==> src/rtl/core/tpw_pkg.sv <==
`timescale 1ns / 1ps

package tpw_pkg;

  // Result kinds, carried on the result channel's tuser.
  localparam logic [1:0] KIND_READ  = 2'd0;
  localparam logic [1:0] KIND_WBACK = 2'd1;
  localparam logic [1:0] KIND_DONE  = 2'd2;
  localparam logic [1:0] KIND_FAULT = 2'd3;

  // Input actions, carried on the input channel's tuser.
  localparam logic ACT_TRANSLATE = 1'b0;
  localparam logic ACT_RESPONSE  = 1'b1;

  // Fault kinds.
  localparam logic FAULT_NOT_PRESENT = 1'b0;
  localparam logic FAULT_PROTECTION  = 1'b1;

  // Walk phase codes; the unused code behaves as idle.
  localparam logic [1:0] PH_IDLE = 2'd0;
  localparam logic [1:0] PH_DIR  = 2'd1;
  localparam logic [1:0] PH_TAB  = 2'd2;

  // Register indexes of the configuration port.
  localparam logic [1:0] REG_PAGING_ENABLE = 2'd0;
  localparam logic [1:0] REG_DIR_BASE      = 2'd1;
  localparam logic [1:0] REG_ADDR_MASK     = 2'd2;

  // Accessed bit, and accessed plus dirty bits, of a table entry.
  localparam logic [31:0] ENTRY_ACCESSED       = 32'h0000_0020;
  localparam logic [31:0] ENTRY_ACCESSED_DIRTY = 32'h0000_0060;

  // Default depth of the result queue.
  localparam int TPW_RES_DEPTH = 4;

  typedef struct packed {
    logic        action;
    logic [31:0] lin_addr;
    logic        is_user;
    logic        is_write;
    logic [31:0] read_data;
  } tpw_item_t;

  typedef struct packed {
    logic [1:0]  kind;
    logic [31:0] address;
    logic [31:0] write_data;
    logic        large_page;
    logic        cache_disable;
    logic        write_through;
    logic        fault_kind;
    logic        fault_user;
    logic        fault_write;
    logic        last;
  } tpw_res_t;

  typedef struct packed {
    logic [1:0]  phase;
    logic [31:0] saved_linear;
    logic        saved_user;
    logic        saved_write;
    logic [31:0] entry_address;
  } tpw_state_t;

  typedef struct packed {
    logic        paging_enable;
    logic [19:0] dir_base;
    logic [31:0] addr_mask;
  } tpw_cfg_t;

endpackage

==> src/rtl/core/tpw_cfg.sv <==
`timescale 1ns / 1ps

module tpw_cfg
  import tpw_pkg::*;
(
  input  logic        clk,
  input  logic        rst_n,
  input  logic        psel,
  input  logic        penable,
  input  logic        pwrite,
  input  logic [3:0]  paddr,
  input  logic [31:0] pwdata,
  output logic [31:0] prdata,
  output logic        pready,
  output tpw_cfg_t    cfg
);

  tpw_cfg_t   cfg_r;
  tpw_cfg_t   cfg_nxt;
  logic       wr_en;
  logic [1:0] reg_idx;

  assign pready  = 1'b1;
  assign wr_en   = psel && penable && pwrite && pready;
  assign reg_idx = paddr[3:2];
  assign cfg     = cfg_r;

  // Register write decode; addresses beyond the register list are ignored.
  always_comb begin
    cfg_nxt = cfg_r;
    if (wr_en) begin
      unique case (reg_idx)
        REG_PAGING_ENABLE: cfg_nxt.paging_enable = pwdata[0];
        REG_DIR_BASE:      cfg_nxt.dir_base      = pwdata[19:0];
        REG_ADDR_MASK:     cfg_nxt.addr_mask     = pwdata;
        default:           cfg_nxt               = cfg_r;
      endcase
    end
  end

  always_ff @(posedge clk) begin
    if (!rst_n) begin
      cfg_r.paging_enable <= 1'b0;
      cfg_r.dir_base      <= 20'd0;
      cfg_r.addr_mask     <= 32'hFFFF_FFFF;
    end else begin
      cfg_r <= cfg_nxt;
    end
  end

  // Read mux.
  always_comb begin
    unique case (reg_idx)
      REG_PAGING_ENABLE: prdata = {31'd0, cfg_r.paging_enable};
      REG_DIR_BASE:      prdata = {12'd0, cfg_r.dir_base};
      REG_ADDR_MASK:     prdata = cfg_r.addr_mask;
      default:           prdata = 32'd0;
    endcase
  end

endmodule

==> src/rtl/core/tpw_step.sv <==
`timescale 1ns / 1ps

module tpw_step
  import tpw_pkg::*;
(
  input  tpw_item_t  item,
  input  tpw_state_t st,
  input  tpw_cfg_t   cfg,
  output tpw_res_t   res0,
  output tpw_res_t   res1,
  output logic [1:0] num_res,
  output tpw_state_t st_nxt
);

  logic [31:0] e;
  logic        not_present;
  logic        prot_fail;
  logic        walking;

  assign e           = item.read_data;
  assign not_present = !e[0];
  assign prot_fail   = st.saved_user && (!e[2] || (st.saved_write && !e[1]));
  assign walking     = (st.phase == PH_DIR) || (st.phase == PH_TAB);

  // One walk step. Entry addresses are plain concatenations because the
  // index offsets never carry past the page-aligned base.
  always_comb begin
    st_nxt  = st;
    res0    = '0;
    res1    = '0;
    num_res = 2'd0;
    if (item.action == ACT_TRANSLATE) begin
      st_nxt.saved_linear = item.lin_addr;
      st_nxt.saved_user   = item.is_user;
      st_nxt.saved_write  = item.is_write;
      num_res             = 2'd1;
      res0.last           = 1'b1;
      if (!cfg.paging_enable) begin
        // Identity mapping, uncached and never masked.
        st_nxt.phase       = PH_IDLE;
        res0.kind          = KIND_DONE;
        res0.address       = item.lin_addr;
        res0.cache_disable = 1'b1;
        res0.write_through = 1'b1;
      end else begin
        st_nxt.entry_address = {cfg.dir_base, item.lin_addr[31:22], 2'b00};
        st_nxt.phase         = PH_DIR;
        res0.kind            = KIND_READ;
        res0.address         = {cfg.dir_base, item.lin_addr[31:22], 2'b00};
      end
    end else if (walking) begin
      if (not_present || prot_fail) begin
        // Failing entry: report the fault, no write-back.
        st_nxt.phase     = PH_IDLE;
        num_res          = 2'd1;
        res0.kind        = KIND_FAULT;
        res0.address     = st.saved_linear;
        res0.fault_kind  = not_present ? FAULT_NOT_PRESENT : FAULT_PROTECTION;
        res0.fault_user  = st.saved_user;
        res0.fault_write = st.saved_write;
        res0.last        = 1'b1;
      end else begin
        num_res         = 2'd2;
        res0.kind       = KIND_WBACK;
        res0.address    = st.entry_address;
        res0.write_data = e | (st.saved_write ? ENTRY_ACCESSED_DIRTY : ENTRY_ACCESSED);
        res1.last       = 1'b1;
        if (st.phase == PH_DIR && e[7]) begin
          // Large page ends the walk at the directory.
          st_nxt.phase       = PH_IDLE;
          res1.kind          = KIND_DONE;
          res1.address       = {e[31:22], st.saved_linear[21:0]} & cfg.addr_mask;
          res1.large_page    = 1'b1;
          res1.cache_disable = e[4];
          res1.write_through = e[3];
        end else if (st.phase == PH_DIR) begin
          st_nxt.entry_address = {e[31:12], st.saved_linear[21:12], 2'b00};
          st_nxt.phase         = PH_TAB;
          res1.kind            = KIND_READ;
          res1.address         = {e[31:12], st.saved_linear[21:12], 2'b00};
        end else begin
          st_nxt.phase       = PH_IDLE;
          res1.kind          = KIND_DONE;
          res1.address       = {e[31:12], st.saved_linear[11:0]} & cfg.addr_mask;
          res1.cache_disable = e[4];
          res1.write_through = e[3];
        end
      end
    end
  end

endmodule

==> src/rtl/core/tpw_resq.sv <==
`timescale 1ns / 1ps

module tpw_resq
  import tpw_pkg::*;
#(
  parameter int Depth = TPW_RES_DEPTH
) (
  input  logic       clk,
  input  logic       rst_n,
  input  logic [1:0] push_num,
  input  tpw_res_t   push0,
  input  tpw_res_t   push1,
  output logic       room_two,
  output logic       pop_valid,
  input  logic       pop_ready,
  output tpw_res_t   pop_word
);

  localparam int PtrW = (Depth > 1) ? $clog2(Depth) : 1;
  localparam int CntW = $clog2(Depth + 1);

  tpw_res_t        mem [Depth];
  logic [PtrW-1:0] wr_ptr_r, wr_ptr_nxt, wr_ptr_p1, rd_ptr_r, rd_ptr_nxt;
  logic [CntW-1:0] cnt_r, cnt_nxt;
  logic            pop;

  function automatic logic [PtrW-1:0] ptr_inc(input logic [PtrW-1:0] p);
    ptr_inc = (p == PtrW'(Depth - 1)) ? '0 : p + 1'b1;
  endfunction

  assign room_two  = (cnt_r <= CntW'(Depth - 2));
  assign pop_valid = (cnt_r != '0);
  assign pop       = pop_valid && pop_ready;
  assign pop_word  = mem[rd_ptr_r];
  assign wr_ptr_p1 = ptr_inc(wr_ptr_r);

  // Pointer and fill-count update.
  always_comb begin
    wr_ptr_nxt = wr_ptr_r;
    if (push_num == 2'd1) begin
      wr_ptr_nxt = wr_ptr_p1;
    end else if (push_num == 2'd2) begin
      wr_ptr_nxt = ptr_inc(wr_ptr_p1);
    end
    rd_ptr_nxt = pop ? ptr_inc(rd_ptr_r) : rd_ptr_r;
    cnt_nxt    = cnt_r + CntW'(push_num) - CntW'(pop);
  end

  always_ff @(posedge clk) begin
    if (!rst_n) begin
      wr_ptr_r <= '0;
      rd_ptr_r <= '0;
      cnt_r    <= '0;
    end else begin
      wr_ptr_r <= wr_ptr_nxt;
      rd_ptr_r <= rd_ptr_nxt;
      cnt_r    <= cnt_nxt;
    end
  end

  // Result storage; up to two words are written per cycle.
  always_ff @(posedge clk) begin
    if (push_num != 2'd0) begin
      mem[wr_ptr_r] <= push0;
    end
    if (push_num == 2'd2) begin
      mem[wr_ptr_p1] <= push1;
    end
  end

  // The queue never holds more words than it has entries.
  a_no_overflow: assert property (@(posedge clk) disable iff (!rst_n)
    cnt_r <= CntW'(Depth))
    else $error("result queue overflow");

  // Two words are only pushed when there was room for both.
  a_push_room: assert property (@(posedge clk) disable iff (!rst_n)
    (push_num == 2'd2) |-> room_two)
    else $error("double push without room");

endmodule

==> src/rtl/core/two_level_page_walker.sv <==
`timescale 1ns / 1ps

// Two-level 32-bit page walker. Each input word is either a translate request
// (tuser 0) or a memory read response carrying a table entry (tuser 1). It is
// held in the input register, where the walk step is evaluated, and its
// one or two result words (read request, entry write-back, done, or page
// fault; tlast marks the final one) go into a small result queue that feeds
// the output. One input word is taken per cycle as long as the queue has room
// for two more results; a response that passes its checks yields two result
// words, so a stream of such responses is paced by the output at one word per
// cycle while out_tready stays high. A word's results are written into the
// result queue as it leaves the input register, and the queue head drives the
// output. A response that arrives while no walk is pending is dropped
// silently, and a translate request abandons any pending walk. Configuration
// may only be written while the walker is idle.
module two_level_page_walker
  import tpw_pkg::*;
#(
  parameter int ResDepth = TPW_RES_DEPTH
) (
  input  logic        clk,
  input  logic        rst_n,
  // Input channel.
  input  logic        in_tvalid,
  output logic        in_tready,
  // tdata: lin_addr[31:0], is_user[32], is_write[33], read_data[65:34]
  input  logic [71:0] in_tdata,
  // tuser: action[0]
  input  logic [0:0]  in_tuser,
  // Result channel.
  output logic        out_tvalid,
  input  logic        out_tready,
  // tdata: address[31:0], write_data[63:32], large_page[64],
  // cache_disable[65], write_through[66], fault_kind[67], fault_user[68],
  // fault_write[69]
  output logic [71:0] out_tdata,
  // tuser: kind[1:0]
  output logic [1:0]  out_tuser,
  output logic        out_tlast,
  // Configuration port.
  input  logic        cfg_psel,
  input  logic        cfg_penable,
  input  logic        cfg_pwrite,
  input  logic [3:0]  cfg_paddr,
  input  logic [31:0] cfg_pwdata,
  output logic [31:0] cfg_prdata,
  output logic        cfg_pready
);

  tpw_cfg_t   cfg;
  tpw_item_t  item_r;
  logic       item_valid_r;
  tpw_state_t st_r, st_nxt, st_step;
  tpw_res_t   res0, res1, out_word;
  logic [1:0] step_num;
  logic [1:0] push_num;
  logic       room_two;
  logic       advance;

  tpw_cfg u_cfg (
    .clk     (clk),
    .rst_n   (rst_n),
    .psel    (cfg_psel),
    .penable (cfg_penable),
    .pwrite  (cfg_pwrite),
    .paddr   (cfg_paddr),
    .pwdata  (cfg_pwdata),
    .prdata  (cfg_prdata),
    .pready  (cfg_pready),
    .cfg     (cfg)
  );

  // Input register stage.
  assign advance   = item_valid_r && room_two;
  assign in_tready = !item_valid_r || advance;

  always_ff @(posedge clk) begin
    if (!rst_n) begin
      item_valid_r <= 1'b0;
    end else if (in_tready) begin
      item_valid_r <= in_tvalid;
    end
  end

  always_ff @(posedge clk) begin
    if (in_tvalid && in_tready) begin
      item_r.action    <= in_tuser[0];
      item_r.lin_addr  <= in_tdata[31:0];
      item_r.is_user   <= in_tdata[32];
      item_r.is_write  <= in_tdata[33];
      item_r.read_data <= in_tdata[65:34];
    end
  end

  // Walk step on the registered word.
  tpw_step u_step (
    .item    (item_r),
    .st      (st_r),
    .cfg     (cfg),
    .res0    (res0),
    .res1    (res1),
    .num_res (step_num),
    .st_nxt  (st_step)
  );

  assign push_num = advance ? step_num : 2'd0;
  assign st_nxt   = advance ? st_step : st_r;

  always_ff @(posedge clk) begin
    if (!rst_n) begin
      st_r <= '0;
    end else begin
      st_r <= st_nxt;
    end
  end

  tpw_resq #(
    .Depth (ResDepth)
  ) u_resq (
    .clk       (clk),
    .rst_n     (rst_n),
    .push_num  (push_num),
    .push0     (res0),
    .push1     (res1),
    .room_two  (room_two),
    .pop_valid (out_tvalid),
    .pop_ready (out_tready),
    .pop_word  (out_word)
  );

  // Output packing.
  assign out_tdata = {2'b00, out_word.fault_write, out_word.fault_user,
                      out_word.fault_kind, out_word.write_through,
                      out_word.cache_disable, out_word.large_page,
                      out_word.write_data, out_word.address};
  assign out_tuser = out_word.kind;
  assign out_tlast = out_word.last;

  // A fault always closes the results of its input word.
  a_fault_last: assert property (@(posedge clk) disable iff (!rst_n)
    (out_tvalid && out_tuser == KIND_FAULT) |-> out_tlast)
    else $error("fault word without tlast");

  // A write-back is always followed by another result of the same word.
  a_wback_not_last: assert property (@(posedge clk) disable iff (!rst_n)
    (out_tvalid && out_tuser == KIND_WBACK) |-> !out_tlast)
    else $error("write-back word marked last");

  // A translate request with paging off leaves the walker idle.
  a_identity_idle: assert property (@(posedge clk) disable iff (!rst_n)
    (advance && item_r.action == ACT_TRANSLATE && !cfg.paging_enable)
      |=> (st_r.phase == PH_IDLE))
    else $error("walk pending after identity translation");

  // A step that is taken always pushes at least one result, except a dropped response.
  a_push_on_walk: assert property (@(posedge clk) disable iff (!rst_n)
    (advance && (item_r.action == ACT_TRANSLATE || st_r.phase == PH_DIR ||
                 st_r.phase == PH_TAB)) |-> (push_num != 2'd0))
    else $error("step produced no result");

endmodule

==> config.mk <==
export PLATFORM = sky130hd
export DESIGN_NAME = two_level_page_walker
export DESIGN_NICKNAME = d
export VERILOG_FILES = /design/src/rtl/core/tpw_pkg.sv /design/src/rtl/core/tpw_cfg.sv /design/src/rtl/core/tpw_step.sv /design/src/rtl/core/tpw_resq.sv /design/src/rtl/core/two_level_page_walker.sv
export SDC_FILE = /design/constraint.sdc
export NUM_CORES = 1
export LEC_CHECK = 0
export BUFFER_PORTS_ARGS = -buffer_cell sky130_fd_sc_hd__buf_2
export CAP_MARGIN = 20
export CORE_UTILIZATION = 55
export DETAILED_ROUTE_END_ITERATION = 8
export GPL_ROUTABILITY_DRIVEN = 0
export GPL_TIMING_DRIVEN = 0
export PLACE_DENSITY = 0.87
export SYNTH_ARGS = -nofsm -noshare
export SYNTH_HDL_FRONTEND = slang
export SYNTH_SLANG_ARGS = --single-unit
==> constraint.sdc <==
create_clock -name clk -period 5.2 [get_ports clk]
set_clock_uncertainty 0.1 [all_clocks]
set_input_delay 1.56 -clock clk [delete_from_list [all_inputs] [get_ports clk]]
set_output_delay 1.56 -clock clk [all_outputs]
set_load 0.01 [all_outputs]
==> results.md <==
- Status: completed
- Largest cells by area after synthesis: edfxtp_1, dfxtp_1, mux4_2
- Clock buffer count from CTS: 47
- WL/cell: 25.7 um
- Fin Setup TNS: 0 ps
- DRC: 0
- Core Util, Final: 64.7%
- #FFs+latches synth: 483
- CTS Sinks: 483
- Main combinational cell family by area after synthesis: compound AO/OA/AOI/OAI gates
- Top-count cell post-synth: nand2_1
- HPWL after detailed placement: 49.0 mm
- Layout fillers: 2833
- Hold Crit Class: flop to flop
- P per Cell Area: 354 mW/mm^2
- Antenna violations before repair: 4
- Post-Synthesis Cells: 1858
- CTS clk-pin slew, worst paths: 60 ps
- Pin count of the biggest net entering global routing: 67
- GRT Residual Overflow: 0
- Final setup fails: 0
- H-tree depth: 2
- Synth Area in Compound Gates: 17.7%
- Post-synth EDFFs: 214
- Share of cells above drive strength 1: 23.4%
- First-pass GRT wire length: 104 mm
- Critical path class: input port to output port
- Multi-input gate area: 0.00935 mm^2
- Flop pwr share: 47.1%
- Avg Inst Size Synth: 11.8 um^2
- Final ANT Viol Nets: 0
- Iter 0 DRT Violations: 2578
- Mapped Area: 0.0220 mm^2
- Max-slew headroom: 34.6%
- CP arrival: 3190 ps
- Site row count: 72
- Crit Path Max Fanout: 10
- Top cells by count, synth: nand2_1, dfxtp_1, edfxtp_1
- Worst setup margin: 345 ps
- Multiplexer share of the synthesized area: 11.8%
- Switching part of the total power: 26.7%
- Asr flop ratio synth: 0%
- Crit-path max cell delay: 500 ps
- Slew Limit Fails: 0
- Register area: 0.0118 mm^2
- Total track usage: 33.3%
- CTS root buf: clkbuf_16
- Hold-fix buffers, CTS: 0
- Crit end category: output port
- Psw: 0.00239 W
- Simple-Gate Fraction of Synth Area: 12.0%
- CTS Buffer Depth: 3
- RSZ-0062 raised after global routing: false
- Critical path required time: 3540 ps
- Worst Max-Slew Pin Slew: 980 ps
- Core area: 0.0391 mm^2
- Final non-filler cell area: 0.0253 mm^2
- Finished Layout Cells: 2678
- Starting Density: 56.3%
- Comb power frac: 14.1%
- Clk_lat worst skew: 580 ps
- Synth top area share: 29.2%
- Die height: 202 um
- 1st-pass router iterations: 9
- CP bufs+invs: 4
- Post-Synth XOR/XNOR Area: 0.119%
- Primary FF master, synth: dfxtp_1
- Ports: 226
- Via count: 18000
- Register area share after synthesis: 53.6%
- YS warnings: 0
- Final wirelength: 68.9 mm
- DP Cell Count: 2589
- Port Buffer Count: 212
- Crit-path leading delay family: buffers and inverters
- Final hold violations: 0
- Vias in the first global route: 17700
- Post-CTS sizing: 0
- Area after DPL: 0.0237 mm^2
- Nets: 2250
- Clock power share: 38.8%
- CTS tree: yes
- Post-place setup slack: 427 ps
- Cells along the critical path: buf_2 -> nor2b_1 -> clkbuf_1 -> clkbuf_1 -> a22o_1 -> buf_2
- Post-CTS setup buffer count: 0
- Post-synth top area cell: edfxtp_1
- Chip width: 202 um
- F_max: 0.206 GHz
- Lkg Pwr: 9.37 nW
- Layout area overhead: 14.9%
- Post-synthesis cell type count: 56
- Adder-cell share of the synthesized area: 0.830%
- Crit share post-route: 93.4%
- Internal: 0.00657 W
- VDD IR max: 0.235 mV
- Post-DR vias/cell: 6.72
- Die Footprint: 0.0408 mm^2
- CP Launch Type: input port
- Fin crit period: 4850 ps
- MaxCap Viol Count: 0
- Slowest CP cell: clkbuf_1
metal layers:
metal | wire length (um) | track usage (%) | vias to the layer above
met5 | 31 | 0 | -
met2 | 30100 | 50.5 | 1506
li1 | - | - | 7552
met4 | 4140 | 17.1 | 4
met3 | 9410 | 9.48 | 347
met1 | 25200 | 43.5 | 8585
power by group through the flow:
stage | sequential, W | clock [W] | combinational (W)
finish | 0.00422 | 0.00348 | 0.00126
global route | 0.00422 | 0.00360 | 0.00134
CTS | 0.00421 | 0.00345 | 0.00124
detailed placement | 0.00429 | 0 | 0.00123
global placement | 0.00429 | 0 | 0.00120
floorplan | 0.00423 | 0 | 0.000826
registers in the layout (all words and copies together) (netlist names), named ones only:
signal / cells
u_resq.cnt_r: 3
u_resq.wr_ptr_r: 2
u_resq.rd_ptr_r: 2
item_r: 66
item_valid_r: 1
st_r: 66
u_resq.mem: 288
u_cfg.cfg: 53
stage by stage:
stage | power [W] | hold slack (ps)
after floorplan | 0.00506 | 320
after global placement | 0.00549 | 329
after detailed placement | 0.00553 | 342
after CTS | 0.00891 | 357
after global routing | 0.00917 | 380
final | 0.00896 | 354
worst paths after layout:
check	start	to	slack (ps)	depth (start not counted)
worst max-delay path	cfg_paddr[2]	cfg_prdata[2]	350	6
worst min-delay path	u_resq.mem[1][12]	u_resq.mem[1][12]	350	1
worst max register to register	st_r[67]	u_resq.mem[3][46]	390	12
worst min register to register	u_resq.mem[1][12]	u_resq.mem[1][12]	350	1
layout make-up:
class                      count  share of cell area (%)
antenna                        2                  0.0198
tap                          518                    2.56
clock inverter                19                   0.742
buffer                       171                    3.00
clock buffer                  68                    5.41
sequential                   483                    46.7
inverter                      26                   0.386
multi-input combinational   1179                    37.0
timing repair buffer         212                    4.19
logic make-up after synthesis:
| group | Yosys count |
|---|---|
| AND/OR/NAND/NOR | 550 |
| flip-flops | 483 |
| AO/OA/AOI/OAI | 443 |
| buffers and inverters | 197 |
| multiplexers | 166 |
| adder cells (fa/ha/maj) | 14 |
| XOR/XNOR | 3 |
| other | 2 |
placed cells by master, fill, tap and decap left out, types with 13 or more instances in the layout:
cell type	instances
o2bb2ai_1	80
clkbuf_16	50
a21boi_0	60
and2_1	20
nor4_1	30
nand3_1	62
mux2i_1	64
dfxtp_1	269
mux2_2	30
nor2_1	48
nor2b_1	41
a311oi_2	29
nand3b_1	31
o22ai_1	49
edfxtp_1	214
inv_1	22
buf_2	270
clkbuf_1	110
a22o_1	163
mux4_2	72
o21ai_0	25
ha_1	13
nand2_1	282
Power figures use the tool's default switching activity.
